File: src/rtl/core/rgbba_pkg.sv
// ----------------------------------------------------------------------------
// rgbba_pkg
// Shared types, fixed-point coefficients and a clamp helper for the RGB565 brightness pipe.
// ----------------------------------------------------------------------------
package rgbba_pkg;

	// luma and chroma coefficients (Q10)
	localparam logic [17:0] C_YR = 18'd307;
	localparam logic [17:0] C_YG = 18'd604;
	localparam logic [17:0] C_YB = 18'd113;
	localparam logic signed [18:0] C_U = 19'sd505;
	localparam logic signed [18:0] C_V = 19'sd898;
	localparam logic signed [9:0] C_CHROMA_BIAS = 10'sd128;

	// reconstruction coefficients (Q12)
	localparam logic signed [24:0] C_RV = 25'sd5765;
	localparam logic signed [24:0] C_R_OFS = 25'sd737935;
	localparam logic signed [24:0] C_GU = 25'sd1415;
	localparam logic signed [24:0] C_GV = 25'sd2936;
	localparam logic signed [12:0] C_G_BIAS = 13'sd136;
	localparam logic signed [24:0] C_BU = 25'sd7287;
	localparam logic signed [24:0] C_B_OFS = 25'sd932708;

	// stage 1: expanded red and blue channels and luma
	typedef struct packed {
		logic [7:0] r;
		logic [7:0] b;
		logic [7:0] y;
	} luma_st_t;

	// stage 2: chroma and adjusted luma
	typedef struct packed {
		logic signed [9:0]  u;
		logic signed [9:0]  v;
		logic signed [10:0] ya;
		logic [7:0]         y;
	} chroma_st_t;

	// clamp a signed channel value to 0..255
	function automatic logic [7:0] clamp8(input logic signed [12:0] x);
		logic [7:0] res;
		if (x < 0) begin
			res = 8'd0;
		end else if (x > 13'sd255) begin
			res = 8'd255;
		end else begin
			res = x[7:0];
		end
		return res;
	endfunction

endpackage

File: src/rtl/core/rgbba_luma.sv
// ----------------------------------------------------------------------------
// rgbba_luma
// Expands RGB565 to 8-bit channels and computes luma Y, one register stage.
// ----------------------------------------------------------------------------
module rgbba_luma (
	input  logic                clk,
	input  logic                arst_n,
	input  logic                in_valid,
	output logic                in_ready,
	input  logic [15:0]         pixel,
	output logic                out_valid,
	input  logic                out_ready,
	output rgbba_pkg::luma_st_t out_data
);

	logic               valid_s1;
	rgbba_pkg::luma_st_t data_s1;
	logic               en;
	logic [7:0]         r, g, b;
	logic [17:0]        ysum;

	assign en = !valid_s1 || out_ready;
	assign in_ready = en;

	assign r = {pixel[15:11], 3'b000};
	assign g = {pixel[10:5], 2'b00};
	assign b = {pixel[4:0], 3'b000};
	assign ysum = 18'(r) * rgbba_pkg::C_YR + 18'(g) * rgbba_pkg::C_YG
		+ 18'(b) * rgbba_pkg::C_YB;

	always_ff @(posedge clk or negedge arst_n) begin
		if (!arst_n) begin
			valid_s1 <= 1'b0;
		end else if (en) begin
			valid_s1 <= in_valid;
		end
	end

	always_ff @(posedge clk) begin
		if (en && in_valid) begin
			data_s1.r <= r;
			data_s1.b <= b;
			data_s1.y <= ysum[17:10];
		end
	end

	assign out_valid = valid_s1;
	assign out_data = data_s1;

endmodule

File: src/rtl/core/rgbba_chroma.sv
// ----------------------------------------------------------------------------
// rgbba_chroma
// Derives U and V from luma and adds the brightness offset, one register stage.
// ----------------------------------------------------------------------------
module rgbba_chroma (
	input  logic                  clk,
	input  logic                  arst_n,
	input  logic                  in_valid,
	output logic                  in_ready,
	input  rgbba_pkg::luma_st_t   in_data,
	input  logic signed [8:0]     offset,
	output logic                  out_valid,
	input  logic                  out_ready,
	output rgbba_pkg::chroma_st_t out_data
);

	logic                  valid_s2;
	rgbba_pkg::chroma_st_t data_s2;
	logic                  en;
	logic signed [9:0]     db, dr;
	logic signed [18:0]    pu, pv;

	assign en = !valid_s2 || out_ready;
	assign in_ready = en;

	assign db = $signed({2'b00, in_data.b}) - $signed({2'b00, in_data.y});
	assign dr = $signed({2'b00, in_data.r}) - $signed({2'b00, in_data.y});
	assign pu = 19'(db) * rgbba_pkg::C_U;
	assign pv = 19'(dr) * rgbba_pkg::C_V;

	always_ff @(posedge clk or negedge arst_n) begin
		if (!arst_n) begin
			valid_s2 <= 1'b0;
		end else if (en) begin
			valid_s2 <= in_valid;
		end
	end

	always_ff @(posedge clk) begin
		if (en && in_valid) begin
			data_s2.u  <= 10'(pu >>> 10) + rgbba_pkg::C_CHROMA_BIAS;
			data_s2.v  <= 10'(pv >>> 10) + rgbba_pkg::C_CHROMA_BIAS;
			// no clamp: adjusted luma may go negative
			data_s2.ya <= $signed({3'b000, in_data.y}) + 11'(offset);
			data_s2.y  <= in_data.y;
		end
	end

	assign out_valid = valid_s2;
	assign out_data = data_s2;

endmodule

File: src/rtl/core/rgbba_recon.sv
// ----------------------------------------------------------------------------
// rgbba_recon
// Converts YUV back to RGB (sum stage), then clamps and repacks (pack stage).
// ----------------------------------------------------------------------------
module rgbba_recon (
	input  logic                  clk,
	input  logic                  arst_n,
	input  logic                  in_valid,
	output logic                  in_ready,
	input  rgbba_pkg::chroma_st_t in_data,
	output logic                  out_valid,
	input  logic                  out_ready,
	output logic [15:0]           pixel,
	output logic [7:0]            luma
);

	logic               valid_s3, valid_s4;
	logic               en3, en4;
	logic signed [24:0] yq, ux, vx;
	logic signed [24:0] rsum_s3, gsum_s3, bsum_s3;
	logic [7:0]         y_s3;
	logic signed [12:0] rr, gg, bb;
	logic [7:0]         rc, gc, bc;
	logic [15:0]        pixel_s4;
	logic [7:0]         luma_s4;

	assign en4 = !valid_s4 || out_ready;
	assign en3 = !valid_s3 || en4;
	assign in_ready = en3;

	assign yq = 25'(in_data.ya) <<< 12;
	assign ux = 25'(in_data.u);
	assign vx = 25'(in_data.v);

	always_ff @(posedge clk or negedge arst_n) begin
		if (!arst_n) begin
			valid_s3 <= 1'b0;
			valid_s4 <= 1'b0;
		end else begin
			if (en3) begin
				valid_s3 <= in_valid;
			end
			if (en4) begin
				valid_s4 <= valid_s3;
			end
		end
	end

	always_ff @(posedge clk) begin
		if (en3 && in_valid) begin
			rsum_s3 <= yq + vx * rgbba_pkg::C_RV - rgbba_pkg::C_R_OFS;
			gsum_s3 <= yq - ux * rgbba_pkg::C_GU - vx * rgbba_pkg::C_GV;
			bsum_s3 <= yq + ux * rgbba_pkg::C_BU - rgbba_pkg::C_B_OFS;
			y_s3    <= in_data.y;
		end
	end

	assign rr = 13'(rsum_s3 >>> 12);
	assign gg = 13'(gsum_s3 >>> 12) + rgbba_pkg::C_G_BIAS;
	assign bb = 13'(bsum_s3 >>> 12);
	assign rc = rgbba_pkg::clamp8(rr);
	assign gc = rgbba_pkg::clamp8(gg);
	assign bc = rgbba_pkg::clamp8(bb);

	always_ff @(posedge clk) begin
		if (en4 && valid_s3) begin
			pixel_s4 <= {rc[7:3], gc[7:2], bc[7:3]};
			luma_s4  <= y_s3;
		end
	end

	assign out_valid = valid_s4;
	assign pixel = pixel_s4;
	assign luma = luma_s4;

endmodule

File: src/rtl/core/rgb565_brightness_adjust.sv
// Pipeline: luma, chroma, sum and pack register stages, in that order.
// Throughput: one pixel per clock while out_ready is held high; each stage has its own valid bit and advances
// whenever its downstream slot is free, so bubbles are squeezed out under stall.
// Reset: arst_n clears all stage valid bits and sets offset_q to 0.
// ----------------------------------------------------------------------------
// rgb565_brightness_adjust
// RGB565 brightness adjustment through a fixed-point YUV round trip.
// ----------------------------------------------------------------------------
module rgb565_brightness_adjust (
	input  logic        clk,
	input  logic        arst_n,
	input  logic        in_valid,
	output logic        in_ready,
	input  logic [15:0] pixel_in,
	output logic        out_valid,
	input  logic        out_ready,
	output logic [15:0] pixel_out,
	output logic [7:0]  luma,
	input  logic        cfg_valid,
	output logic        cfg_ready,
	input  logic [8:0]  cfg_data
);

	logic signed [8:0]     offset_q;
	logic                  v1, r1, v2, r2;
	rgbba_pkg::luma_st_t   d1;
	rgbba_pkg::chroma_st_t d2;

	assign cfg_ready = 1'b1;

	always_ff @(posedge clk or negedge arst_n) begin
		if (!arst_n) begin
			offset_q <= 9'sd0;
		end else if (cfg_valid) begin
			offset_q <= $signed(cfg_data);
		end
	end

	rgbba_luma u_luma (
		.clk       (clk),
		.arst_n    (arst_n),
		.in_valid  (in_valid),
		.in_ready  (in_ready),
		.pixel     (pixel_in),
		.out_valid (v1),
		.out_ready (r1),
		.out_data  (d1)
	);

	rgbba_chroma u_chroma (
		.clk       (clk),
		.arst_n    (arst_n),
		.in_valid  (v1),
		.in_ready  (r1),
		.in_data   (d1),
		.offset    (offset_q),
		.out_valid (v2),
		.out_ready (r2),
		.out_data  (d2)
	);

	rgbba_recon u_recon (
		.clk       (clk),
		.arst_n    (arst_n),
		.in_valid  (v2),
		.in_ready  (r2),
		.in_data   (d2),
		.out_valid (out_valid),
		.out_ready (out_ready),
		.pixel     (pixel_out),
		.luma      (luma)
	);

endmodule

File: config.mk
export PLATFORM = sky130hd
export DESIGN_NAME = rgb565_brightness_adjust
export DESIGN_NICKNAME = d
export VERILOG_FILES = /design/src/rtl/core/rgbba_pkg.sv /design/src/rtl/core/rgbba_luma.sv /design/src/rtl/core/rgbba_chroma.sv /design/src/rtl/core/rgbba_recon.sv /design/src/rtl/core/rgb565_brightness_adjust.sv
export SDC_FILE = /design/constraint.sdc
export NUM_CORES = 1
export LEC_CHECK = 0
export ABC_CLOCK_PERIOD_IN_PS = 9150
export BUFFER_PORTS_ARGS = -buffer_cell sky130_fd_sc_hd__buf_2
export CORE_MARGIN = 4
export CORE_UTILIZATION = 60
export CTS_BUF_LIST = sky130_fd_sc_hd__clkbuf_8
export DETAILED_ROUTE_END_ITERATION = 8
export GPL_TIMING_DRIVEN = 0
export PLACE_DENSITY = 0.87
export SKIP_CTS_REPAIR_TIMING = 1
export SLEW_MARGIN = 10
export SYNTH_ARGS = -nofsm -noshare
export SYNTH_HDL_FRONTEND = slang
export SYNTH_HIERARCHICAL = 1
export SYNTH_SLANG_ARGS = --single-unit
File: constraint.sdc
create_clock -name clk -period 9.15 [get_ports clk]
set_input_delay 1.83 -clock clk [delete_from_list [all_inputs] [get_ports clk]]
set_output_delay 1.83 -clock clk [all_outputs]
set_load 0.05 [all_outputs]
==> impl_results.md, run 1 <==
* Minimum setup slack after placement at -961 ps
* Worst Setup Start Kind: flop
* Clock tree from TritonCTS: yes
* Final clock skew at 19.2 ps
* # port buffers at 54
* Number of synthesis warnings at 6
* Maximum fanout along the worst path at 9
* Number of flops mapped to enable cells by yosys at 121
* Share of post-route cells with drive strength above 1 at 0.0981
* ANT nets after route at 0
* Overall track demand over capacity in global routing at 0.230
* Outcome: finished clean
* Syn Std Cell Area at 0.0214 mm²
* First-pass GRT wire length at 72900 µm
* Core Area at 0.0348 mm²
* Count of pins on the block boundary at 57
* First DRT Iteration DRCs at 957
* CP Data Arrival Time at 9300 ps
* Clock tree sinks at 134
* Antenna diode count at 0
* Number of buffers created by CTS at 17
* Number of antenna violations at the first check in global routing at 0
* Post-synthesis sequential element count at 134
* Post-detailed-route DRC marker count at 0
* Die boundary height at 197 µm
* Max-Slew Margin vs Limit at 0.414
* Required time at the endpoint of the critical path at 9350 ps
* Aggregate negative setup slack at 0 ps
* Type of the setup path with the least slack: flop to flop
* CTS clk-pin slew, worst paths at 90 ps
* Overall via count from detail_route at 14703
* Utilization after layout at 0.666
* Nets at 2916
* Post-route cell area at 0.0232 mm²
* Core Rows at 68
* Max-slew violation count at 0
* Starting utilization of the core area at 0.614
* Commonest cells after routing, fill and taps aside: 472 x sky130_fd_sc_hd__ha_1, 468 x sky130_fd_sc_hd__inv_1, 248 x sky130_fd_sc_hd__fa_1
* Final wirelength at 45500 µm
* Horizontal extent of the die at 197 µm
* Endpoints failing setup at 0
* Distinct cells, synth at 80
* Die Outline Area at 0.0387 mm²
* Seq/Total Area, Yosys at 0.185
* Number of detailed-route iterations in the first pass at 5
* Worst-Margin Slew at 879 ps
* Ratio of final minimum period to clock period at 0.994
* Critical path's slowest cell: sky130_fd_sc_hd__fa_1
* DR vias/cell at 5.60
* Global placement routability congestion at 0.932
* Clock latency at the later pin of the worst-skew pair at 460 ps
* Clock H-tree levels at 4
* Post-detailed-placement half-perimeter wirelength at 36300 µm
* Maximum buffer depth of the clock tree at 2
* Most used flip-flop cell after synthesis: sky130_fd_sc_hd__edfxtp_1
* Syn-to-layout area delta at 8.37%
* Master cell of the clock root buffer: sky130_fd_sc_hd__clkbuf_8
* Minimum setup slack in the final design at 51.1 ps
* Top cell by count, worst path: sky130_fd_sc_hd__fa_1
* Routed len/inst at 17.3 µm
* Largest net degree at the start of global routing at 39
* Fin crit period at 9100 ps
* Leading cell type in the layout, fill and taps excluded: sky130_fd_sc_hd__ha_1
* Share of async-settable or async-resettable flops after synthesis at 0.0970
* Fmax at 110 MHz
* Mean area per synthesized cell at 10.5 µm²
* Max-capacitance violation count at 0
* Via count of the first global-routing pass at 15659
* Endpoint type of the worst setup path: flop
* Final Hold Vio Count at 0
* Remaining global-route overflow at 0
* Instance area at placement at 0.0223 mm²
* CP max stage delay at 660 ps
* Type of the worst min-delay path: flop to flop
* Cells after Synth at 2032
-- registers in the layout, indices dropped and copies added, names as in the netlist --
| register | cells |
|---|---|
| u_recon/gsum_s3 | 13 |
| offset_q | 9 |
| u_luma/out_data | 18 |
| u_chroma/out_valid | 1 |
| u_recon/luma | 8 |
| u_luma/out_valid | 1 |
| u_recon/valid_s3 | 1 |
| u_recon/y_s3 | 8 |
| u_recon/bsum_s3 | 10 |
| u_recon/rsum_s3 | 10 |
| u_recon/out_valid | 1 |
| u_recon/pixel | 16 |
| u_chroma/out_data | 38 |
-- final timing paths --
kind | from | to | slack, ps | cells after the start
worst max-delay path | u_chroma/out_data[26] | u_recon/gsum_s3[24] | 50 | 32
worst min-delay path | u_chroma/out_data[3] | u_recon/y_s3[3] | 410 | 0
worst min register to register | u_chroma/out_data[3] | u_recon/y_s3[3] | 410 | 0
worst max register to register | u_chroma/out_data[26] | u_recon/gsum_s3[24] | 50 | 32
max in group asynchronous | arst_n | offset_q[7] | 7690 | 1
min in group asynchronous | arst_n | u_luma/out_valid | 1230 | 1
-- cell families after synthesis --
family          after synthesis  synth area share
simple gates                260            0.0600
fa+ha+maj                   728             0.514
xor+xnor                    137            0.0561
other cells                   2          0.000351
flops                       134             0.185
mux                          13           0.00825
buf+inv                     485            0.0869
compound gates              273            0.0890
-- Yosys cell counts (all sizes together), types with 3 or more instances --
cell,number,share of area
or2,10,0.0029
nand4,6,0.0018
o31ai,5,0.0020
nand4b,3,0.0012
a41oi,6,0.0028
a211oi,8,0.0036
nor2,83,0.015
o21bai,10,0.0035
and2,12,0.0035
and3,8,0.0023
nor2b,16,0.0052
mux2i,3,0.0014
o311ai,4,0.0016
inv,471,0.083
o41ai,3,0.0019
nand2,51,0.0090
mux2,10,0.0068
buf,9,0.0033
fa,250,0.23
edfxtp,121,0.17
nand2b,11,0.0032
a21boi,4,0.0014
nor3,23,0.0054
clkbuf,5,0.00088
or3,6,0.0018
o211ai,6,0.0026
xor2,54,0.022
a21oi,81,0.019
o21a,15,0.0053
a21o,43,0.015
a31oi,14,0.0051
dfrtp,13,0.015
xnor2,83,0.034
a2111oi,5,0.0026
ha,478,0.28
or4,6,0.0023
nand3,17,0.0040
a211o,5,0.0020
o21ai,43,0.010
a221oi,4,0.0022
-- per-layer routing --
layer	global-route usage	wire (µm)	vias to the layer above	part of all wire
li1	-	-	6937	-
met1	0.275	17800	7279	0.39
met2	0.423	24100	377	0.53
met3	0.0253	1420	110	0.031
met4	0.0968	2110	0	0.046
met5	0	0	-	0
-- through the flow --
step,instances,hold slack (ps)
2_1_floorplan,2037,400
3_3_place_gp,2546,404
3_5_place_dp,2547,405
4_1_cts,2579,412
5_1_grt,2626,423
6_report,2626,411
-- critical path, delay by kind of cell, from the launching register on --
kind,cells,cell delay [ps]
adder cells (fa/ha/maj),11,5380
buffers and inverters,9,630
AND/OR/NAND/NOR,2,440
AO/OA/AOI/OAI,9,1670
flip-flops,1,610
XOR/XNOR,1,120
-- layout make-up --
| cell class | instances | area (µm²) |
|---|---|---|
| Tap cell | 455 | 569 |
| Inverter | 471 | 1780 |
| Clock buffer | 17 | 234 |
| Sequential cell | 134 | 3960 |
| Timing Repair Buffer | 102 | 654 |
| Multi-Input combinational cell | 1418 | 15700 |
| Clock inverter | 15 | 138 |
| Fill cell | 2344 | 11600 |
| Buffer | 14 | 91.3 |
Power of run 1 is left out: the tool's default activity adds up to more than one toggle a clock period on the data nets, which glitch-free logic cannot reach.
==> run 2: changes to the inputs <==
Settings changed: CELL_PAD_IN_SITES_DETAIL_PLACEMENT set to 2, CELL_PAD_IN_SITES_GLOBAL_PLACEMENT set to 2, CORE_UTILIZATION 60 to 40.
==> run 2 against run 1 <==
The flow now finishes with violations (setup timing). Via count up 11%. Worst hold slack better by 27 ps. Sequential cell count unchanged. Die area up 48%. Non-clock buffer count up 25. Worst setup slack worse by 600 ps. Clock skew up 6.8 ps. First-iteration DRC count down 9.5%.
==> impl_results.md, run 2 (same netlist as run 1, synthesis figures left out) <==
* Core Rows at 84 (+24%)
* Max-capacitance violation count at 0 (unchanged)
* Worst flop-to-flop path startpoint: u_chroma/out_data[28]
* Die boundary height at 239 µm (+22%)
* Cell family with the largest share of critical-path delay: adder cells
* First-pass GRT wire length at 109000 µm (+49%)
* Setup crit end: u_recon/gsum_s3[22]
* Final wirelength at 83300 µm (+83%)
* Type of the setup path with the least slack: flop to flop
* CP Data Arrival Time at 9960 ps (+660 ps)
* CP max stage delay at 590 ps (-70 ps)
* Largest net degree at the start of global routing at 31 (-21%)
* Horizontal extent of the die at 239 µm (+22%)
* Number of buffers created by CTS at 17 (unchanged)
* Register-to-register path setup slack at -550 ps (-600 ps)
* Outcome: finished, violations left
* Logic depth of the worst setup path including buffers at 36 (+13%)
* Share of post-route cells with drive strength above 1 at 0.118 (+0.0199)
* Endpoints failing setup at 8 (+8)
* Master cell of the clock root buffer: sky130_fd_sc_hd__clkbuf_8
* CP Buf/Inv Count at 13 (+4)
* Violated checks: setup timing
* Overall via count from detail_route at 16363 (+11%)
* Worst Setup Start Kind: flop
* Antenna diode count at 0 (unchanged)
* Starting utilization of the core area at 0.405 (-0.209)
* Remaining global-route overflow at 0 (unchanged)
* Ratio of final minimum period to clock period at 1.06 (+0.0658)
* Worst-Margin Slew at 1070 ps (+192 ps)
* Clock tree from TritonCTS: yes
* R2r worst-path depth at 36 (+13%)
* Utilization after layout at 0.451 (-0.214)
* Endpoint type of the worst setup path: flop
* Top cell by count, worst path: sky130_fd_sc_hd__inv_1
* Type of the worst min-delay path: flop to flop
* Fmax at 103 MHz (-6.2%)
* DR vias/cell at 5.68 (+1.4%)
* Worst reg2reg path endpoint: u_recon/gsum_s3[22]
* Clock latency at the later pin of the worst-skew pair at 540 ps (+80 ps)
* Post-detailed-placement half-perimeter wirelength at 59300 µm (+63%)
* Number of antenna violations at the first check in global routing at 2 (+2)
* CTS clk-pin slew, worst paths at 100 ps (about the same)
* Clock tree sinks at 134 (unchanged)
* Critical path launch point: u_chroma/out_data[28]
* Maximum fanout along the worst path at 6 (-3)
* Die Outline Area at 0.0572 mm² (+48%)
* Critical path's slowest cell: sky130_fd_sc_hd__fa_1
* Nets at 2941 (+0.86%)
* Max-Slew Margin vs Limit at 0.277 (-0.137)
* Clock H-tree levels at 4 (unchanged)
* Via count of the first global-routing pass at 18921 (+21%)
* Number of flip-flops in the largest register at 38 (unchanged)
* Overall track demand over capacity in global routing at 0.250 (+0.0192)
* Final Hold Vio Count at 0 (unchanged)
* Post-detailed-route DRC marker count at 0 (unchanged)
* Global placement routability congestion at 0.827 (-11%)
* Fin crit period at 9700 ps (+602 ps)
* Syn-to-layout area delta at 11.4%
* Leading cell type in the layout, fill and taps excluded: sky130_fd_sc_hd__ha_1
* Final clock skew at 26.0 ps (+6.79 ps)
* First DRT Iteration DRCs at 866 (-9.5%)
* Core Area at 0.0528 mm² (+52%)
* Commonest cells after routing, fill and taps aside: 467 x sky130_fd_sc_hd__ha_1, 463 x sky130_fd_sc_hd__inv_1, 249 x sky130_fd_sc_hd__fa_1
* Number of detailed-route iterations in the first pass at 5 (unchanged)
* Count of pins on the block boundary at 57 (unchanged)
* Maximum buffer depth of the clock tree at 2 (unchanged)
* Minimum setup slack in the final design at -551 ps (-602 ps)
* Max-slew violation count at 0 (unchanged)
* Required time at the endpoint of the critical path at 9410 ps (+60 ps)
* ANT nets after route at 0 (unchanged)
* # port buffers at 54 (unchanged)
* Routed len/inst at 28.9 µm (+67%)
## run 2: cell types whose count changed in the layout (fill, tap and decap cells not counted), moves of 3 or more
cell                      previous run  this run
sky130_fd_sc_hd__buf_4              54        75
sky130_fd_sc_hd__inv_2               1         4
sky130_fd_sc_hd__inv_1             468       463
sky130_fd_sc_hd__a21oi_1            73        70
sky130_fd_sc_hd__xnor2_1            83        80
sky130_fd_sc_hd__inv_6               6         3
sky130_fd_sc_hd__buf_12              0         3
sky130_fd_sc_hd__ha_1              472       467
sky130_fd_sc_hd__xnor2_2             0         3
sky130_fd_sc_hd__ha_4                3         7
sky130_fd_sc_hd__buf_6               2         5
## run 2: how the worst min path moves through the flow
| stage | from | endpoint | slack (ps) | depth (start not counted) |
|---|---|---|---|---|
| after CTS | u_recon/y_s3[5] | u_recon/luma[5] | 420 | 0 |
| after global placement | u_chroma/out_data[2] | u_recon/y_s3[2] | 400 | 0 |
| after global routing | u_chroma/out_data[7] | u_recon/y_s3[7] | 440 | 0 |
| after floorplan | u_recon/y_s3[0] | u_recon/luma[0] | 400 | 0 |
| after detailed placement | u_recon/y_s3[5] | u_recon/luma[5] | 410 | 0 |
| final | u_recon/y_s3[4] | u_recon/luma[4] | 440 | 0 |
## run 2: layer usage
metal | GRT usage | part of all wire | vias to the layer above
met3 | 0.0369 | 0.035 | 305
met4 | 0.122 | 0.070 | 4
li1 | - | - | 6982
met5 | 0 | 0.00041 | -
met2 | 0.485 | 0.54 | 526
met1 | 0.260 | 0.35 | 8546
## run 2: per-stage QoR
step / area [µm²] / hold WS [ps] / TNS [ps] / std cells / worst slack (ps)
6_report: 23800 / 438 / -2820 / 2883 / -551
5_1_grt: 23800 / 443 / -3450 / 2883 / -624
4_1_cts: 22900 / 422 / -11530 / 2812 / -1540
3_5_place_dp: 22600 / 407 / -10710 / 2781 / -1500
3_3_place_gp: 22500 / 402 / -5600 / 2779 / -921
2_1_floorplan: 21400 / 400 / 0 / 2037 / 38.7
## run 2: worst register-to-register path, delay by kind of cell (launching register included)
family                     cells  cell delay, ps
DFF                            1             500
buffers and inverters         13            1350
adders and majority gates     12            5290
and+or+nand+nor                1             360
xor gates and xnor gates       3             490
AOI/OAI and AO/OA              7            1440
## run 2: final cells by class
type,count,area [µm²]
Buffer,14,97.6
Clock inverter,12,97.6
Timing Repair Buffer,127,867
Fill cell,5478,28900
Sequential cell,134,3960
Multi-Input combinational cell,1418,15900
Inverter,471,1790
Clock buffer,19,262
Tap cell,688,861
Power of run 2 is left out for the same reason.
==> run 3: changes to the inputs <==
Settings changed: PLACE_DENSITY 0.87 to unset, PLACE_DENSITY_LB_ADDON set to 0.1.
==> run 3 against run 2 <==
The run now ends clean. Die area unchanged. Critical endpoint is now u_recon/gsum_s3[24]. Non-clock buffer count down 37. Routed wire length fell by 34%. Fmax grew 8.9%. Utilization is 0.75 points lower. Register-to-register slack better by 790 ps. Worst hold slack worse by 14 ps. Count of clock-buffer cells in the layout down 1. First-iteration DRC count fell by 55%. Critical path depth down 1.
==> impl_results.md, run 3 (same netlist as run 1, synthesis figures left out) <==
* Core Rows at 84 (unchanged)
* # port buffers at 54 (unchanged)
* Instance area at placement at 0.0226 mm² (about the same)
* Max-Slew Margin vs Limit at 0.366 (+0.0888)
* Worst Setup Start Kind: flop
* Overall track demand over capacity in global routing at 0.194 (-0.0552)
* Critical path's slowest cell: sky130_fd_sc_hd__fa_1
* Post-detailed-route DRC marker count at 0 (unchanged)
* Type of the setup path with the least slack: flop to flop
* Post-route cell area at 0.0234 mm² (-1.7%)
* Overall via count from detail_route at 14545 (-11%)
* Global placement routability congestion at 0.814 (-1.5%)
* Required time at the endpoint of the critical path at 9370 ps (-40 ps)
* First-pass GRT wire length at 87500 µm (-19%)
* Maximum fanout along the worst path at 11 (+5)
* Endpoints failing setup at 0 (-8)
* Clock latency at the later pin of the worst-skew pair at 480 ps (-60 ps)
* Commonest cells after routing, fill and taps aside: 472 x sky130_fd_sc_hd__ha_1, 470 x sky130_fd_sc_hd__inv_1, 248 x sky130_fd_sc_hd__fa_1
* Clock H-tree levels at 4 (unchanged)
* Share of post-route cells with drive strength above 1 at 0.0936 (-0.0244)
* Number of detailed-route iterations in the first pass at 4 (-1)
* DR vias/cell at 5.11 (-10%)
* Type of the worst min-delay path: flop to flop
* Leading cell type in the layout, fill and taps excluded: sky130_fd_sc_hd__ha_1
* Die Outline Area at 0.0572 mm² (unchanged)
* Fin crit period at 8910 ps (-790 ps)
* Max-capacitance violation count at 0 (unchanged)
* First DRT Iteration DRCs at 390 (-55%)
* Die boundary height at 239 µm (unchanged)
* Count of pins on the block boundary at 57 (unchanged)
* Final clock skew at 17.9 ps (-8.06 ps)
* Final wirelength at 54700 µm (-34%)
* Max-slew violation count at 0 (unchanged)
* Routed len/inst at 19.2 µm (-34%)
* Final Non-Filler Cells at 2847 (-1.2%)
* Dpl cells at 2781 (unchanged)
* Remaining global-route overflow at 0 (unchanged)
* Nets at 2904 (-1.3%)
* Starting utilization of the core area at 0.405 (unchanged)
* CP max stage delay at 530 ps (-60 ps)
* Worst flop-to-flop path startpoint: u_chroma/out_data[25]
* Largest net degree at the start of global routing at 36 (+16%)
* ANT nets after route at 0 (unchanged)
* Clock tree sinks at 134 (unchanged)
* CP Data Arrival Time at 9130 ps (-830 ps)
* Ratio of final minimum period to clock period at 0.974 (-0.0863)
* Critical path launch point: u_chroma/out_data[25]
* Min-delay src: u_recon/y_s3[5]
* Via count of the first global-routing pass at 16575 (-12%)
* Post-detailed-placement half-perimeter wirelength at 47200 µm (-20%)
* Maximum buffer depth of the clock tree at 2 (unchanged)
* Number of antenna violations at the first check in global routing at 0 (-2)
* Core Area at 0.0528 mm² (unchanged)
* Number of flip-flops in the largest register at 38 (unchanged)
* Final Hold Vio Count at 0 (unchanged)
* Worst-Margin Slew at 951 ps (-120 ps)
* Syn-to-layout area delta at 9.58%
* Endpoint type of the worst setup path: flop
* Aggregate negative setup slack at 0 ps (+2820 ps)
* Master cell of the clock root buffer: sky130_fd_sc_hd__clkbuf_8
* CTS clk-pin slew, worst paths at 80 ps (-20 ps)
* Horizontal extent of the die at 239 µm (unchanged)
* Clock tree from TritonCTS: yes
* Number of buffers created by CTS at 17 (unchanged)
* Fmax at 112 MHz (+8.9%)
* Antenna diode count at 0 (unchanged)
* Outcome: finished clean
-- run 3: changes by cell type in the layout (fill, tap and decap cells not counted), moves of 2 or more --
cell / delta
sky130_fd_sc_hd__ha_4: -5
sky130_fd_sc_hd__a21oi_4: -2
sky130_fd_sc_hd__inv_1: +7
sky130_fd_sc_hd__buf_4: -38
sky130_fd_sc_hd__xnor2_1: +3
sky130_fd_sc_hd__inv_2: -4
sky130_fd_sc_hd__a21oi_1: +2
sky130_fd_sc_hd__xnor2_2: -3
sky130_fd_sc_hd__buf_6: -3
sky130_fd_sc_hd__buf_12: +2
sky130_fd_sc_hd__clkinvlp_4: +3
sky130_fd_sc_hd__ha_1: +5
sky130_fd_sc_hd__clkinv_4: -3
-- run 3: layout make-up --
type                    instances  area [µm²]
inverters                     471        1780
plain buffers                  14        91.3
clock inverters                14         115
fillers                      5573       29300
flip-flops and latches        134        3960
repair buffers                 90         627
multi-input cells            1418       15700
well taps                     688         861
clock buffers                  18         248
-- run 3: per-stage QoR --
stage	setup slack, ps	hold WS (ps)	utilization
finish	239	424	0.444
global route	-108	434	0.444
CTS	-1310	426	0.435
detailed placement	-1300	407	0.428
global placement	-1130	402	0.427
floorplan	38.7	400	-
-- run 3: path summary, 6_finish.rpt --
| kind | end | slack, ps | cells past startpoint |
|---|---|---|---|
| worst min-delay path | u_recon/luma[5] | 420 | 0 |
| worst max-delay path | u_recon/gsum_s3[24] | 240 | 35 |
| worst min register to register | u_recon/luma[5] | 420 | 0 |
| min in group asynchronous | offset_q[7] | 1240 | 1 |
| worst max register to register | u_recon/gsum_s3[24] | 240 | 35 |
| max in group asynchronous | offset_q[1] | 7650 | 1 |
-- run 3: critical path: cells and delay by family (launching register included) --
family                   cells  cell delay (ps)
flip-flops                   1              430
adder cells (fa/ha/maj)     11             4970
AO/OA/AOI/OAI               10             1770
XOR/XNOR                     2              230
AND/OR/NAND/NOR              2              470
buffers and inverters       10              740
-- run 3: routing by layer --
metal,vias to the layer above,global-route usage,wire length [µm]
li1,6914,-,-
met1,7487,0.240,23600
met2,102,0.367,29400
met3,42,0.0198,791
met4,0,0.0413,869
met5,-,0,0
Power of run 3 is left out for the same reason.
